`src/hw/rtl/rsdm_pkg.sv`:
```
// Shared constants and types of the star/dot pattern matcher.
`default_nettype none

package rsdm_pkg;

	// Largest pattern the block can be built for, and the default build
	localparam int PATTERN_MAX_DEF = 16;

	// Fixed field widths of the configuration port
	localparam int CFG_DATA_W  = 64;
	localparam int CFG_INDEX_W = 2;
	localparam int LEN_FIELD_W = 5;

	// Special characters of the pattern language
	localparam logic [7:0] CHAR_STAR = 8'h2A;
	localparam logic [7:0] CHAR_DOT  = 8'h2E;
	localparam logic [7:0] CHAR_NUL  = 8'h00;

	// Configuration register indexes
	typedef enum logic [CFG_INDEX_W-1:0] {
		CFG_PAT_LOW  = 2'd0,
		CFG_PAT_HIGH = 2'd1,
		CFG_PAT_LEN  = 2'd2
	} cfg_reg_t;

	// Pattern decode sequencer states
	typedef enum logic [1:0] {
		DEC_IDLE   = 2'd0,
		DEC_WALK   = 2'd1,
		DEC_SETTLE = 2'd2
	} dec_state_t;

endpackage

`default_nettype wire

```
`src/hw/rtl/regex_star_dot_matcher.sv`:
```
// Top level of the whole-string matcher for patterns with '.' and '*'.
//
// Text streams in on the input channel, one item per transfer: text_byte with
// byte_present set carries a character, byte_present clear carries none, and
// end_of_text marks the last item of a string. On each last item one result
// transfer on the output channel reports in matched whether the whole string
// matched the whole pattern; other items give no result.
// A last item passes the input register and then the result register, which holds its result.
// Throughput: one item per cycle while the tokenizer is idle and no held result blocks
// a last item; the active-position update is one register to register step through token compare and star closure.
// The pattern is set over the configuration channel (index 0: characters 0-7,
// 1: characters 8-15, 2: length), always ready. Each write to one of these
// restarts the current string and runs the pattern tokenizer, one position a
// cycle: in_ready is low while the tokenizer walks and settles after the write.
// Reset clears the pattern to empty; no tokenizer pass is needed after reset.
// When the receiver stalls, the result register holds and the input register
// keeps taking items until a second last item waits behind the held result.
`default_nettype none

module regex_star_dot_matcher #(
	parameter int PATTERN_MAX = rsdm_pkg::PATTERN_MAX_DEF
) (
	input  wire logic                              clk,
	input  wire logic                              arst_n,
	input  wire logic                              in_valid,
	output logic                                   in_ready,
	input  wire logic [7:0]                        text_byte,
	input  wire logic                              byte_present,
	input  wire logic                              end_of_text,
	output logic                                   out_valid,
	input  wire logic                              out_ready,
	output logic                                   matched,
	input  wire logic                              cfg_valid,
	output logic                                   cfg_ready,
	input  wire logic [rsdm_pkg::CFG_INDEX_W-1:0]  cfg_index,
	input  wire logic [rsdm_pkg::CFG_DATA_W-1:0]   cfg_data
);

	localparam int LEN_W = $clog2(PATTERN_MAX + 1);

	logic [PATTERN_MAX-1:0][7:0] pat_chars;
	logic [LEN_W-1:0]            pat_len;
	logic [PATTERN_MAX-1:0]      star_mask;
	logic                        dec_busy;

	assign cfg_ready = 1'b1;

	rsdm_decode #(
		.PATTERN_MAX(PATTERN_MAX)
	) u_decode (
		.clk      (clk),
		.arst_n   (arst_n),
		.cfg_wr   (cfg_valid && cfg_ready),
		.cfg_index(cfg_index),
		.cfg_data (cfg_data),
		.pat_chars(pat_chars),
		.pat_len  (pat_len),
		.star_mask(star_mask),
		.busy     (dec_busy)
	);

	rsdm_core #(
		.PATTERN_MAX(PATTERN_MAX)
	) u_core (
		.clk         (clk),
		.arst_n      (arst_n),
		.pat_chars   (pat_chars),
		.pat_len     (pat_len),
		.star_mask   (star_mask),
		.busy        (dec_busy),
		.in_valid    (in_valid),
		.in_ready    (in_ready),
		.text_byte   (text_byte),
		.byte_present(byte_present),
		.end_of_text (end_of_text),
		.out_valid   (out_valid),
		.out_ready   (out_ready),
		.matched     (matched)
	);

	// No text is taken while the tokenizer runs
	a_busy_blocks_input: assert property (@(posedge clk) disable iff (!arst_n)
		dec_busy |-> !in_ready)
		else $error("input accepted while pattern decode is running");

	// A pattern write always starts a decode pass
	a_write_starts_decode: assert property (@(posedge clk) disable iff (!arst_n)
		(cfg_valid && cfg_ready && (cfg_index == rsdm_pkg::CFG_PAT_LOW
		 || cfg_index == rsdm_pkg::CFG_PAT_HIGH || cfg_index == rsdm_pkg::CFG_PAT_LEN))
		|=> dec_busy && !in_ready)
		else $error("pattern write did not start a decode pass");

endmodule

`default_nettype wire

```
`src/hw/rtl/rsdm_decode.sv`:
```
// Configuration registers and the sequential pattern tokenizer.
`default_nettype none

module rsdm_decode #(
	parameter int PATTERN_MAX = rsdm_pkg::PATTERN_MAX_DEF,
	localparam int LEN_W = $clog2(PATTERN_MAX + 1),
	localparam int IDX_W = (PATTERN_MAX > 1) ? $clog2(PATTERN_MAX) : 1
) (
	input  wire logic                               clk,
	input  wire logic                               arst_n,
	input  wire logic                               cfg_wr,
	input  wire logic [rsdm_pkg::CFG_INDEX_W-1:0]   cfg_index,
	input  wire logic [rsdm_pkg::CFG_DATA_W-1:0]    cfg_data,
	output logic      [PATTERN_MAX-1:0][7:0]        pat_chars,
	output logic      [LEN_W-1:0]                   pat_len,
	output logic      [PATTERN_MAX-1:0]             star_mask,
	output logic                                    busy
);

	logic [rsdm_pkg::CFG_DATA_W-1:0]  pat_low_q;
	logic [rsdm_pkg::CFG_DATA_W-1:0]  pat_high_q;
	logic [rsdm_pkg::LEN_FIELD_W-1:0] len_cfg_q;
	logic [2*rsdm_pkg::CFG_DATA_W-1:0] pat_all;

	rsdm_pkg::dec_state_t state_q, state_nx;

	logic [IDX_W-1:0]       idx_q;
	logic                   open_q;
	logic                   start_q;
	logic [LEN_W-1:0]       len_q;
	logic [PATTERN_MAX-1:0] star_q;

	logic                              restart;
	logic                              walk;
	logic                              idx_last;
	logic [rsdm_pkg::LEN_FIELD_W-1:0]  lim;
	logic [rsdm_pkg::LEN_FIELD_W-1:0]  idx_ext;
	logic [rsdm_pkg::LEN_FIELD_W-1:0]  idx_inc;
	logic [IDX_W-1:0]                  idx_nx;
	logic [7:0]                        cur_char;
	logic [7:0]                        nxt_char;
	logic                              cur_used;
	logic                              nxt_used;
	logic                              starred;

	// Restart the walk on any write to a known register
	always_comb begin
		case (rsdm_pkg::cfg_reg_t'(cfg_index))
			rsdm_pkg::CFG_PAT_LOW,
			rsdm_pkg::CFG_PAT_HIGH,
			rsdm_pkg::CFG_PAT_LEN: restart = cfg_wr;
			default:               restart = 1'b0;
		endcase
	end

	// Hold the configuration registers
	always_ff @(posedge clk or negedge arst_n) begin
		if (!arst_n) begin
			pat_low_q  <= '0;
			pat_high_q <= '0;
			len_cfg_q  <= '0;
		end else if (cfg_wr) begin
			case (rsdm_pkg::cfg_reg_t'(cfg_index))
				rsdm_pkg::CFG_PAT_LOW:  pat_low_q  <= cfg_data;
				rsdm_pkg::CFG_PAT_HIGH: pat_high_q <= cfg_data;
				rsdm_pkg::CFG_PAT_LEN:  len_cfg_q  <= cfg_data[rsdm_pkg::LEN_FIELD_W-1:0];
				default: ;
			endcase
		end
	end

	// Slice the pattern into characters
	assign pat_all = {pat_high_q, pat_low_q};
	always_comb begin
		for (int i = 0; i < PATTERN_MAX; i++) begin
			pat_chars[i] = pat_all[8*i +: 8];
		end
	end

	// Sequencer: walk one position per cycle, then settle before going idle
	always_ff @(posedge clk or negedge arst_n) begin
		if (!arst_n) begin
			state_q <= rsdm_pkg::DEC_IDLE;
		end else begin
			state_q <= state_nx;
		end
	end

	assign idx_last = (idx_q == IDX_W'(PATTERN_MAX - 1));

	always_comb begin
		state_nx = state_q;
		walk     = 1'b0;
		busy     = 1'b1;
		case (state_q)
			rsdm_pkg::DEC_IDLE: begin
				busy = 1'b0;
			end
			rsdm_pkg::DEC_WALK: begin
				walk = 1'b1;
				if (idx_last) begin
					state_nx = rsdm_pkg::DEC_SETTLE;
				end
			end
			rsdm_pkg::DEC_SETTLE: begin
				state_nx = rsdm_pkg::DEC_IDLE;
			end
			default: begin
				state_nx = rsdm_pkg::DEC_IDLE;
			end
		endcase
		if (restart) begin
			state_nx = rsdm_pkg::DEC_WALK;
			walk     = 1'b0;
		end
	end

	// Tokenize at the current position: a token start followed by '*' is starred
	assign lim      = (len_cfg_q > rsdm_pkg::LEN_FIELD_W'(PATTERN_MAX))
	                  ? rsdm_pkg::LEN_FIELD_W'(PATTERN_MAX) : len_cfg_q;
	assign idx_ext  = rsdm_pkg::LEN_FIELD_W'(idx_q);
	assign idx_inc  = idx_ext + rsdm_pkg::LEN_FIELD_W'(1);
	assign idx_nx   = idx_q + IDX_W'(1);
	assign cur_char = pat_chars[idx_q];
	assign nxt_char = idx_last ? rsdm_pkg::CHAR_NUL : pat_chars[idx_nx];
	assign cur_used = open_q && (idx_ext < lim) && (cur_char != rsdm_pkg::CHAR_NUL);
	assign nxt_used = cur_used && !idx_last && (idx_inc < lim)
	                  && (nxt_char != rsdm_pkg::CHAR_NUL);
	assign starred  = cur_used && start_q && nxt_used && (nxt_char == rsdm_pkg::CHAR_STAR);

	// Accumulate effective length and starred-token mask
	always_ff @(posedge clk or negedge arst_n) begin
		if (!arst_n) begin
			idx_q   <= '0;
			open_q  <= 1'b1;
			start_q <= 1'b1;
			len_q   <= '0;
			star_q  <= '0;
		end else if (restart) begin
			idx_q   <= '0;
			open_q  <= 1'b1;
			start_q <= 1'b1;
			len_q   <= '0;
			star_q  <= '0;
		end else if (walk) begin
			idx_q         <= idx_nx;
			open_q        <= cur_used;
			start_q       <= !starred;
			star_q[idx_q] <= starred;
			if (cur_used) begin
				len_q <= LEN_W'(idx_inc);
			end
		end
	end

	assign pat_len   = len_q;
	assign star_mask = star_q;

endmodule

`default_nettype wire

```
`src/hw/rtl/rsdm_core.sv`:
```
// Input register, active-position update and result register of the matcher.
`default_nettype none

module rsdm_core #(
	parameter int PATTERN_MAX = rsdm_pkg::PATTERN_MAX_DEF,
	localparam int LEN_W = $clog2(PATTERN_MAX + 1),
	localparam int ACT_W = PATTERN_MAX + 1
) (
	input  wire logic                        clk,
	input  wire logic                        arst_n,
	input  wire logic [PATTERN_MAX-1:0][7:0] pat_chars,
	input  wire logic [LEN_W-1:0]            pat_len,
	input  wire logic [PATTERN_MAX-1:0]      star_mask,
	input  wire logic                        busy,
	input  wire logic                        in_valid,
	output logic                             in_ready,
	input  wire logic [7:0]                  text_byte,
	input  wire logic                        byte_present,
	input  wire logic                        end_of_text,
	output logic                             out_valid,
	input  wire logic                        out_ready,
	output logic                             matched
);

	logic       valid_s1;
	logic [7:0] byte_s1;
	logic       present_s1;
	logic       last_s1;

	logic [ACT_W-1:0] active_q;
	logic             out_valid_q;
	logic             matched_q;

	logic             advance;
	logic [ACT_W-1:0] start_set;
	logic [ACT_W-1:0] shift_set;
	logic [ACT_W-1:0] step_set;
	logic [ACT_W-1:0] final_set;

	// Add positions reached by skipping starred tokens
	function automatic logic [ACT_W-1:0] close_set(
		input logic [ACT_W-1:0]       s,
		input logic [PATTERN_MAX-1:0] star
	);
		logic [ACT_W-1:0] c;
		c = s;
		for (int p = 0; p < PATTERN_MAX - 1; p++) begin
			if (c[p] && star[p]) begin
				c[p+2] = 1'b1;
			end
		end
		return c;
	endfunction

	assign start_set = close_set(ACT_W'(1), star_mask);

	// Move every active position across a matching token; a starred token keeps its position
	always_comb begin
		shift_set = '0;
		for (int p = 0; p < PATTERN_MAX; p++) begin
			if (active_q[p] && (LEN_W'(p) < pat_len) && (byte_s1 != rsdm_pkg::CHAR_NUL)
			    && ((pat_chars[p] == byte_s1) || (pat_chars[p] == rsdm_pkg::CHAR_DOT))) begin
				if (star_mask[p]) begin
					shift_set[p] = 1'b1;
				end else begin
					shift_set[p+1] = 1'b1;
				end
			end
		end
	end

	assign step_set  = close_set(shift_set, star_mask);
	assign final_set = present_s1 ? step_set : active_q;

	// Stage advances unless a result has nowhere to go
	assign advance  = valid_s1 && (!last_s1 || !out_valid_q || out_ready);
	assign in_ready = !busy && (!valid_s1 || advance);

	// Input register
	always_ff @(posedge clk or negedge arst_n) begin
		if (!arst_n) begin
			valid_s1 <= 1'b0;
		end else if (in_valid && in_ready) begin
			valid_s1 <= 1'b1;
		end else if (advance) begin
			valid_s1 <= 1'b0;
		end
	end

	always_ff @(posedge clk) begin
		if (in_valid && in_ready) begin
			byte_s1    <= text_byte;
			present_s1 <= byte_present;
			last_s1    <= end_of_text;
		end
	end

	// Active position set: reload on pattern change and after each string
	always_ff @(posedge clk or negedge arst_n) begin
		if (!arst_n) begin
			active_q <= ACT_W'(1);
		end else if (busy) begin
			active_q <= start_set;
		end else if (advance) begin
			active_q <= last_s1 ? start_set : final_set;
		end
	end

	// Result register
	always_ff @(posedge clk or negedge arst_n) begin
		if (!arst_n) begin
			out_valid_q <= 1'b0;
		end else if (advance && last_s1) begin
			out_valid_q <= 1'b1;
		end else if (out_ready) begin
			out_valid_q <= 1'b0;
		end
	end

	always_ff @(posedge clk) begin
		if (advance && last_s1) begin
			matched_q <= final_set[pat_len];
		end
	end

	assign out_valid = out_valid_q;
	assign matched   = matched_q;

endmodule

`default_nettype wire
```
`config.mk`:
```
export PLATFORM = sky130hd
export DESIGN_NAME = regex_star_dot_matcher
export DESIGN_NICKNAME = d
export VERILOG_FILES = /design/src/hw/rtl/rsdm_pkg.sv /design/src/hw/rtl/regex_star_dot_matcher.sv /design/src/hw/rtl/rsdm_decode.sv /design/src/hw/rtl/rsdm_core.sv
export SDC_FILE = /design/constraint.sdc
export NUM_CORES = 1
export LEC_CHECK = 0
export CAP_MARGIN = 20
export CORE_UTILIZATION = 51
export DETAILED_ROUTE_END_ITERATION = 16
export DONT_BUFFER_PORTS = 1
export PLACE_DENSITY = 0.66
export SYNTH_ARGS = -nofsm -noshare
export SYNTH_HDL_FRONTEND = slang
export SYNTH_SLANG_ARGS = --single-unit
```
`constraint.sdc`:
```
create_clock -name clk -period 4 [get_ports clk]
set_clock_uncertainty 0.2 [all_clocks]
set_input_delay 0.6 -clock clk [delete_from_list [all_inputs] [get_ports clk]]
set_output_delay 0.6 -clock clk [all_outputs]
set_load 0.03 [all_outputs]
```
==> load_flow_metrics.sql <==
INSERT INTO impl_metrics (metric_group, metric, value, unit) VALUES
('drt', 'detail_route.drc_violations', '0', ''),
('pwr', 'fin_total_pwr', '0.00568', 'W'),
('finish', 'num-nets-final', '1170', ''),
('drt', 'route.detailed.vias_per_inst', '6.34', ''),
('yosys', 'synthesis.instances', '1087', ''),
('yosys', 'synth_top_cell_by_area', 'sky130_fd_sc_hd__dfrtp_1', ''),
('worst_setup_path', 'r2r-end', 'u_core.matched$_DFFE_PP_', ''),
('cts', 'clock_latency', '450', 'ps'),
('timing', 'setup_ws', '221', 'ps'),
('worst_setup_path', 'timing.critical_path.arrival', '3760', 'ps'),
('min_path', 'holdCritPathClass', 'primary input to asynchronous set/reset pin', ''),
('worst_setup_path', 'cp_top_family', 'compound AO/OA/AOI/OAI gates', ''),
('pwr', 'power.leakage', '4.70', 'nW'),
('yosys', 'yosys_register_bits', '192', ''),
('pwr', 'peakVddDrop', '0.334', 'mV'),
('outcome', 'violations', 'negative hold slack', ''),
('worst_setup_path', 'worst_setup_path_start_kind', 'register', ''),
('drt', 'drt.antenna.violating_nets', '0', ''),
('timing', 'final-max-slew-violation-count', '0', ''),
('pwr', 'p_switching', '0.00194', 'W'),
('yosys', 'yosys.cell_types.count', '82', ''),
('placed_design', 'port_buffers', '0', ''),
('yosys', 'synthTopCellsByCount', 'sky130_fd_sc_hd__dfrtp_1, sky130_fd_sc_hd__mux2_2, sky130_fd_sc_hd__xnor2_1', ''),
('placed_design', 'preCtsSetupSlack', '176', 'ps'),
('cts', 'clk_path_buf_depth', '2', ''),
('worst_setup_path', 'crit_cells', '12', ''),
('yosys', 'synth_area_leaders', 'sky130_fd_sc_hd__dfrtp_1, sky130_fd_sc_hd__mux2_2, sky130_fd_sc_hd__xnor2_1', ''),
('yosys', 'synth_seq_area_share', '42.8', '%'),
('finish', 'post_route_cells_drive_above_1_share', '20.2', '%'),
('pwr', 'powerDensity', '464', 'nW/um2'),
('worst_setup_path', 'worst-endpoint-required', '3980', 'ps'),
('timing', 'slew-limit-headroom', '38.9', '%'),
('drt', 'dr.first_iter.drc_count', '613', ''),
('timing', 'hold-worst-slack', '-348', 'ps'),
('floorplan', 'die_area', '22900', 'um2'),
('placed_design', 'place_hpwl', '23.2', 'mm'),
('finish', 'diodes', '0', ''),
('grt', 'grt_use_total', '29.2', '%'),
('worst_setup_path', 'regToRegSetupSlack', '220', 'ps'),
('yosys', 'synth-edff-count', '11', ''),
('floorplan', 'start_util', '52.0', '%'),
('worst_setup_path', 'critical_path.reg2reg.startpoint', 'u_core.byte_s1[4]$_DFFE_PP_', ''),
('drt', 'via_count', '8689', ''),
('yosys', 'most_frequent_cell_after_synthesis', 'sky130_fd_sc_hd__dfrtp_1', ''),
('timing', 'final_hold_viol_count', '181', ''),
('placed_design', 'placedCellCount', '1336', ''),
('worst_setup_path', 'worst-setup-path-type', 'register to register', ''),
('timing', 'finalCritPeriodShare', '94.5', '%'),
('floorplan', 'floorplan.rows', '54', ''),
('timing', 'finalWorstPathRequiredPeriod', '3780', 'ps'),
('pwr', 'power.internal', '0.00374', 'W'),
('worst_setup_path', 'crit_fanout', '17', ''),
('cts', 'cts.clk_slew.worst_paths', '90', 'ps'),
('floorplan', 'i_o_pins', '85', ''),
('timing', 'finalSetupViolations', '0', ''),
('grt', 'number_of_global_route_vias_before_repair', '8437', ''),
('timing', 'grt_setup_unrepaired', 'false', ''),
('pwr', 'power.share.sequential', '47.3', '%'),
('timing', 'accumulated_negative_setup_slack', '0', 'ps'),
('yosys', 'post_synthesis_instance_area', '11400', 'um2'),
('worst_setup_path', 'endpoint', 'u_core.matched$_DFFE_PP_', ''),
('worst_setup_path', 'crit_path_end_kind', 'register', ''),
('worst_setup_path', 'reg2reg_depth', '12', ''),
('outcome', 'outcome', 'complete, but fails checks', ''),
('floorplan', 'design.core.area', '21800', 'um2'),
('cts', 'clkSinkCount', '192', ''),
('drt', 'wl', '32.0', 'mm'),
('finish', 'final_core_utilization', '56.1', '%'),
('yosys', 'asyncSetResetFlopFracSynth', '94.3', '%'),
('pwr', 'comb_power_share', '21.8', '%'),
('placed_design', 'globalplace.congestion', '0.949', '');
==> what timing repair did <==
| action | CTS | global route |
|---|---|---|
| resized for setup | 0 | 9 |
| setup buffers | 0 | 3 |
| endpoints found under the setup margin | 0 | 2 |
| endpoints found under the hold margin | 181 | 181 |
==> through the flow <==
step / area (um2) / hold slack (ps)
2_1_floorplan: 11400 / 104
3_3_place_gp: 11600 / 115
3_5_place_dp: 11600 / 116
4_1_cts: 12200 / -360
5_1_grt: 12200 / -364
6_report: 12200 / -348
==> routing by layer <==
layer	track usage [%]	routed length [um]	vias up
met1	39.1	14100	4319
met5	0	0	-
met3	6.78	2100	59
li1	-	-	4001
met4	10.7	785	0
met2	46.0	15000	310
==> cell usage in the layout (no fill, tap or decap), types with 5 or more instances in the layout <==
cell | synthesis | routed
sky130_fd_sc_hd__dfrtp_1 | 178 | 178
sky130_fd_sc_hd__mux2_2 | 132 | 132
sky130_fd_sc_hd__xnor2_1 | 91 | 91
sky130_fd_sc_hd__nand2_1 | 61 | 60
sky130_fd_sc_hd__nor2_1 | 58 | 58
sky130_fd_sc_hd__o21ai_0 | 59 | 58
sky130_fd_sc_hd__xor2_1 | 41 | 41
sky130_fd_sc_hd__a21oi_1 | 38 | 37
sky130_fd_sc_hd__nand4_1 | 34 | 34
sky130_fd_sc_hd__nor4_1 | 31 | 31
sky130_fd_sc_hd__buf_4 | 7 | 26
sky130_fd_sc_hd__nand3_1 | 25 | 25
sky130_fd_sc_hd__nor3_1 | 22 | 22
sky130_fd_sc_hd__o211ai_1 | 21 | 21
sky130_fd_sc_hd__inv_1 | 17 | 17
sky130_fd_sc_hd__clkbuf_16 | 0 | 17
sky130_fd_sc_hd__nor2b_1 | 14 | 14
sky130_fd_sc_hd__and2_1 | 14 | 14
sky130_fd_sc_hd__a211oi_1 | 12 | 12
sky130_fd_sc_hd__or4_1 | 11 | 11
sky130_fd_sc_hd__ha_1 | 11 | 11
sky130_fd_sc_hd__edfxtp_1 | 11 | 11
sky130_fd_sc_hd__a31oi_1 | 10 | 10
sky130_fd_sc_hd__and3_1 | 9 | 9
sky130_fd_sc_hd__nand2b_1 | 9 | 9
sky130_fd_sc_hd__o22ai_1 | 8 | 8
sky130_fd_sc_hd__clkinv_8 | 0 | 7
sky130_fd_sc_hd__a311oi_1 | 6 | 6
sky130_fd_sc_hd__or3_1 | 6 | 6
sky130_fd_sc_hd__o21a_1 | 5 | 5
sky130_fd_sc_hd__nor3b_1 | 6 | 5
sky130_fd_sc_hd__nand3b_1 | 5 | 5
==> state kept, by name, indices dropped and copies added, names as in the netlist, 2 cells and up <==
signal               cells
u_decode.star_mask      16
u_decode.idx_q           4
u_decode.state_q         2
u_decode.pat_len         5
u_core.active_q         17
u_decode.pat_high_q     64
u_decode.pat_low_q      64
u_core.byte_s1           8
u_decode.len_cfg_q       5
==> area by class of cell <==
type                            instances  area [um2]
Clock buffer                           17         425
Clock inverter                         15         193
Fill cell                            1882        9570
Inverter                               19        71.3
Multi-Input combinational cell        818        6100
Sequential cell                       192        4860
Tap cell                              280         350
Timing Repair Buffer                   30         249
==> power groups by stage <==
| stage | clock network, W | logic, W | registers [W] |
|---|---|---|---|
| global placement | 0 | 0.00121 | 0.00270 |
| detailed placement | 0 | 0.00123 | 0.00271 |
| CTS | 0.00178 | 0.00124 | 0.00267 |
| global route | 0.00185 | 0.00137 | 0.00272 |
| finish | 0.00175 | 0.00124 | 0.00269 |
| floorplan | 0 | 0.00101 | 0.00253 |
==> worst min path at each step <==
stage	from	endpoint	slack, ps
after floorplan	arst_n	u_core.active_q[10]$_DFFE_PN0P_	100
after global placement	arst_n	u_core.active_q[10]$_DFFE_PN0P_	120
after detailed placement	arst_n	u_core.active_q[10]$_DFFE_PN0P_	120
after CTS	arst_n	u_core.active_q[10]$_DFFE_PN0P_	-360
after global routing	arst_n	u_core.active_q[10]$_DFFE_PN0P_	-360
final	arst_n	u_core.active_q[12]$_DFFE_PN0P_	-350
==> cells by family (layout without fill, tap and decap cells) <==
kind of cell | after synthesis | in the layout | synth area share, %
other | 1 | 1 | 0.0330
xor gates and xnor gates | 132 | 132 | 10.2
adders and majority gates | 11 | 11 | 1.21
buffers and inverters | 77 | 81 | 3.66
and+or+nand+nor | 328 | 328 | 15.9
muxes | 138 | 138 | 13.9
DFF | 192 | 192 | 42.8
AOI/OAI and AO/OA | 208 | 208 | 12.2
(Power assumes the default switching activity.)
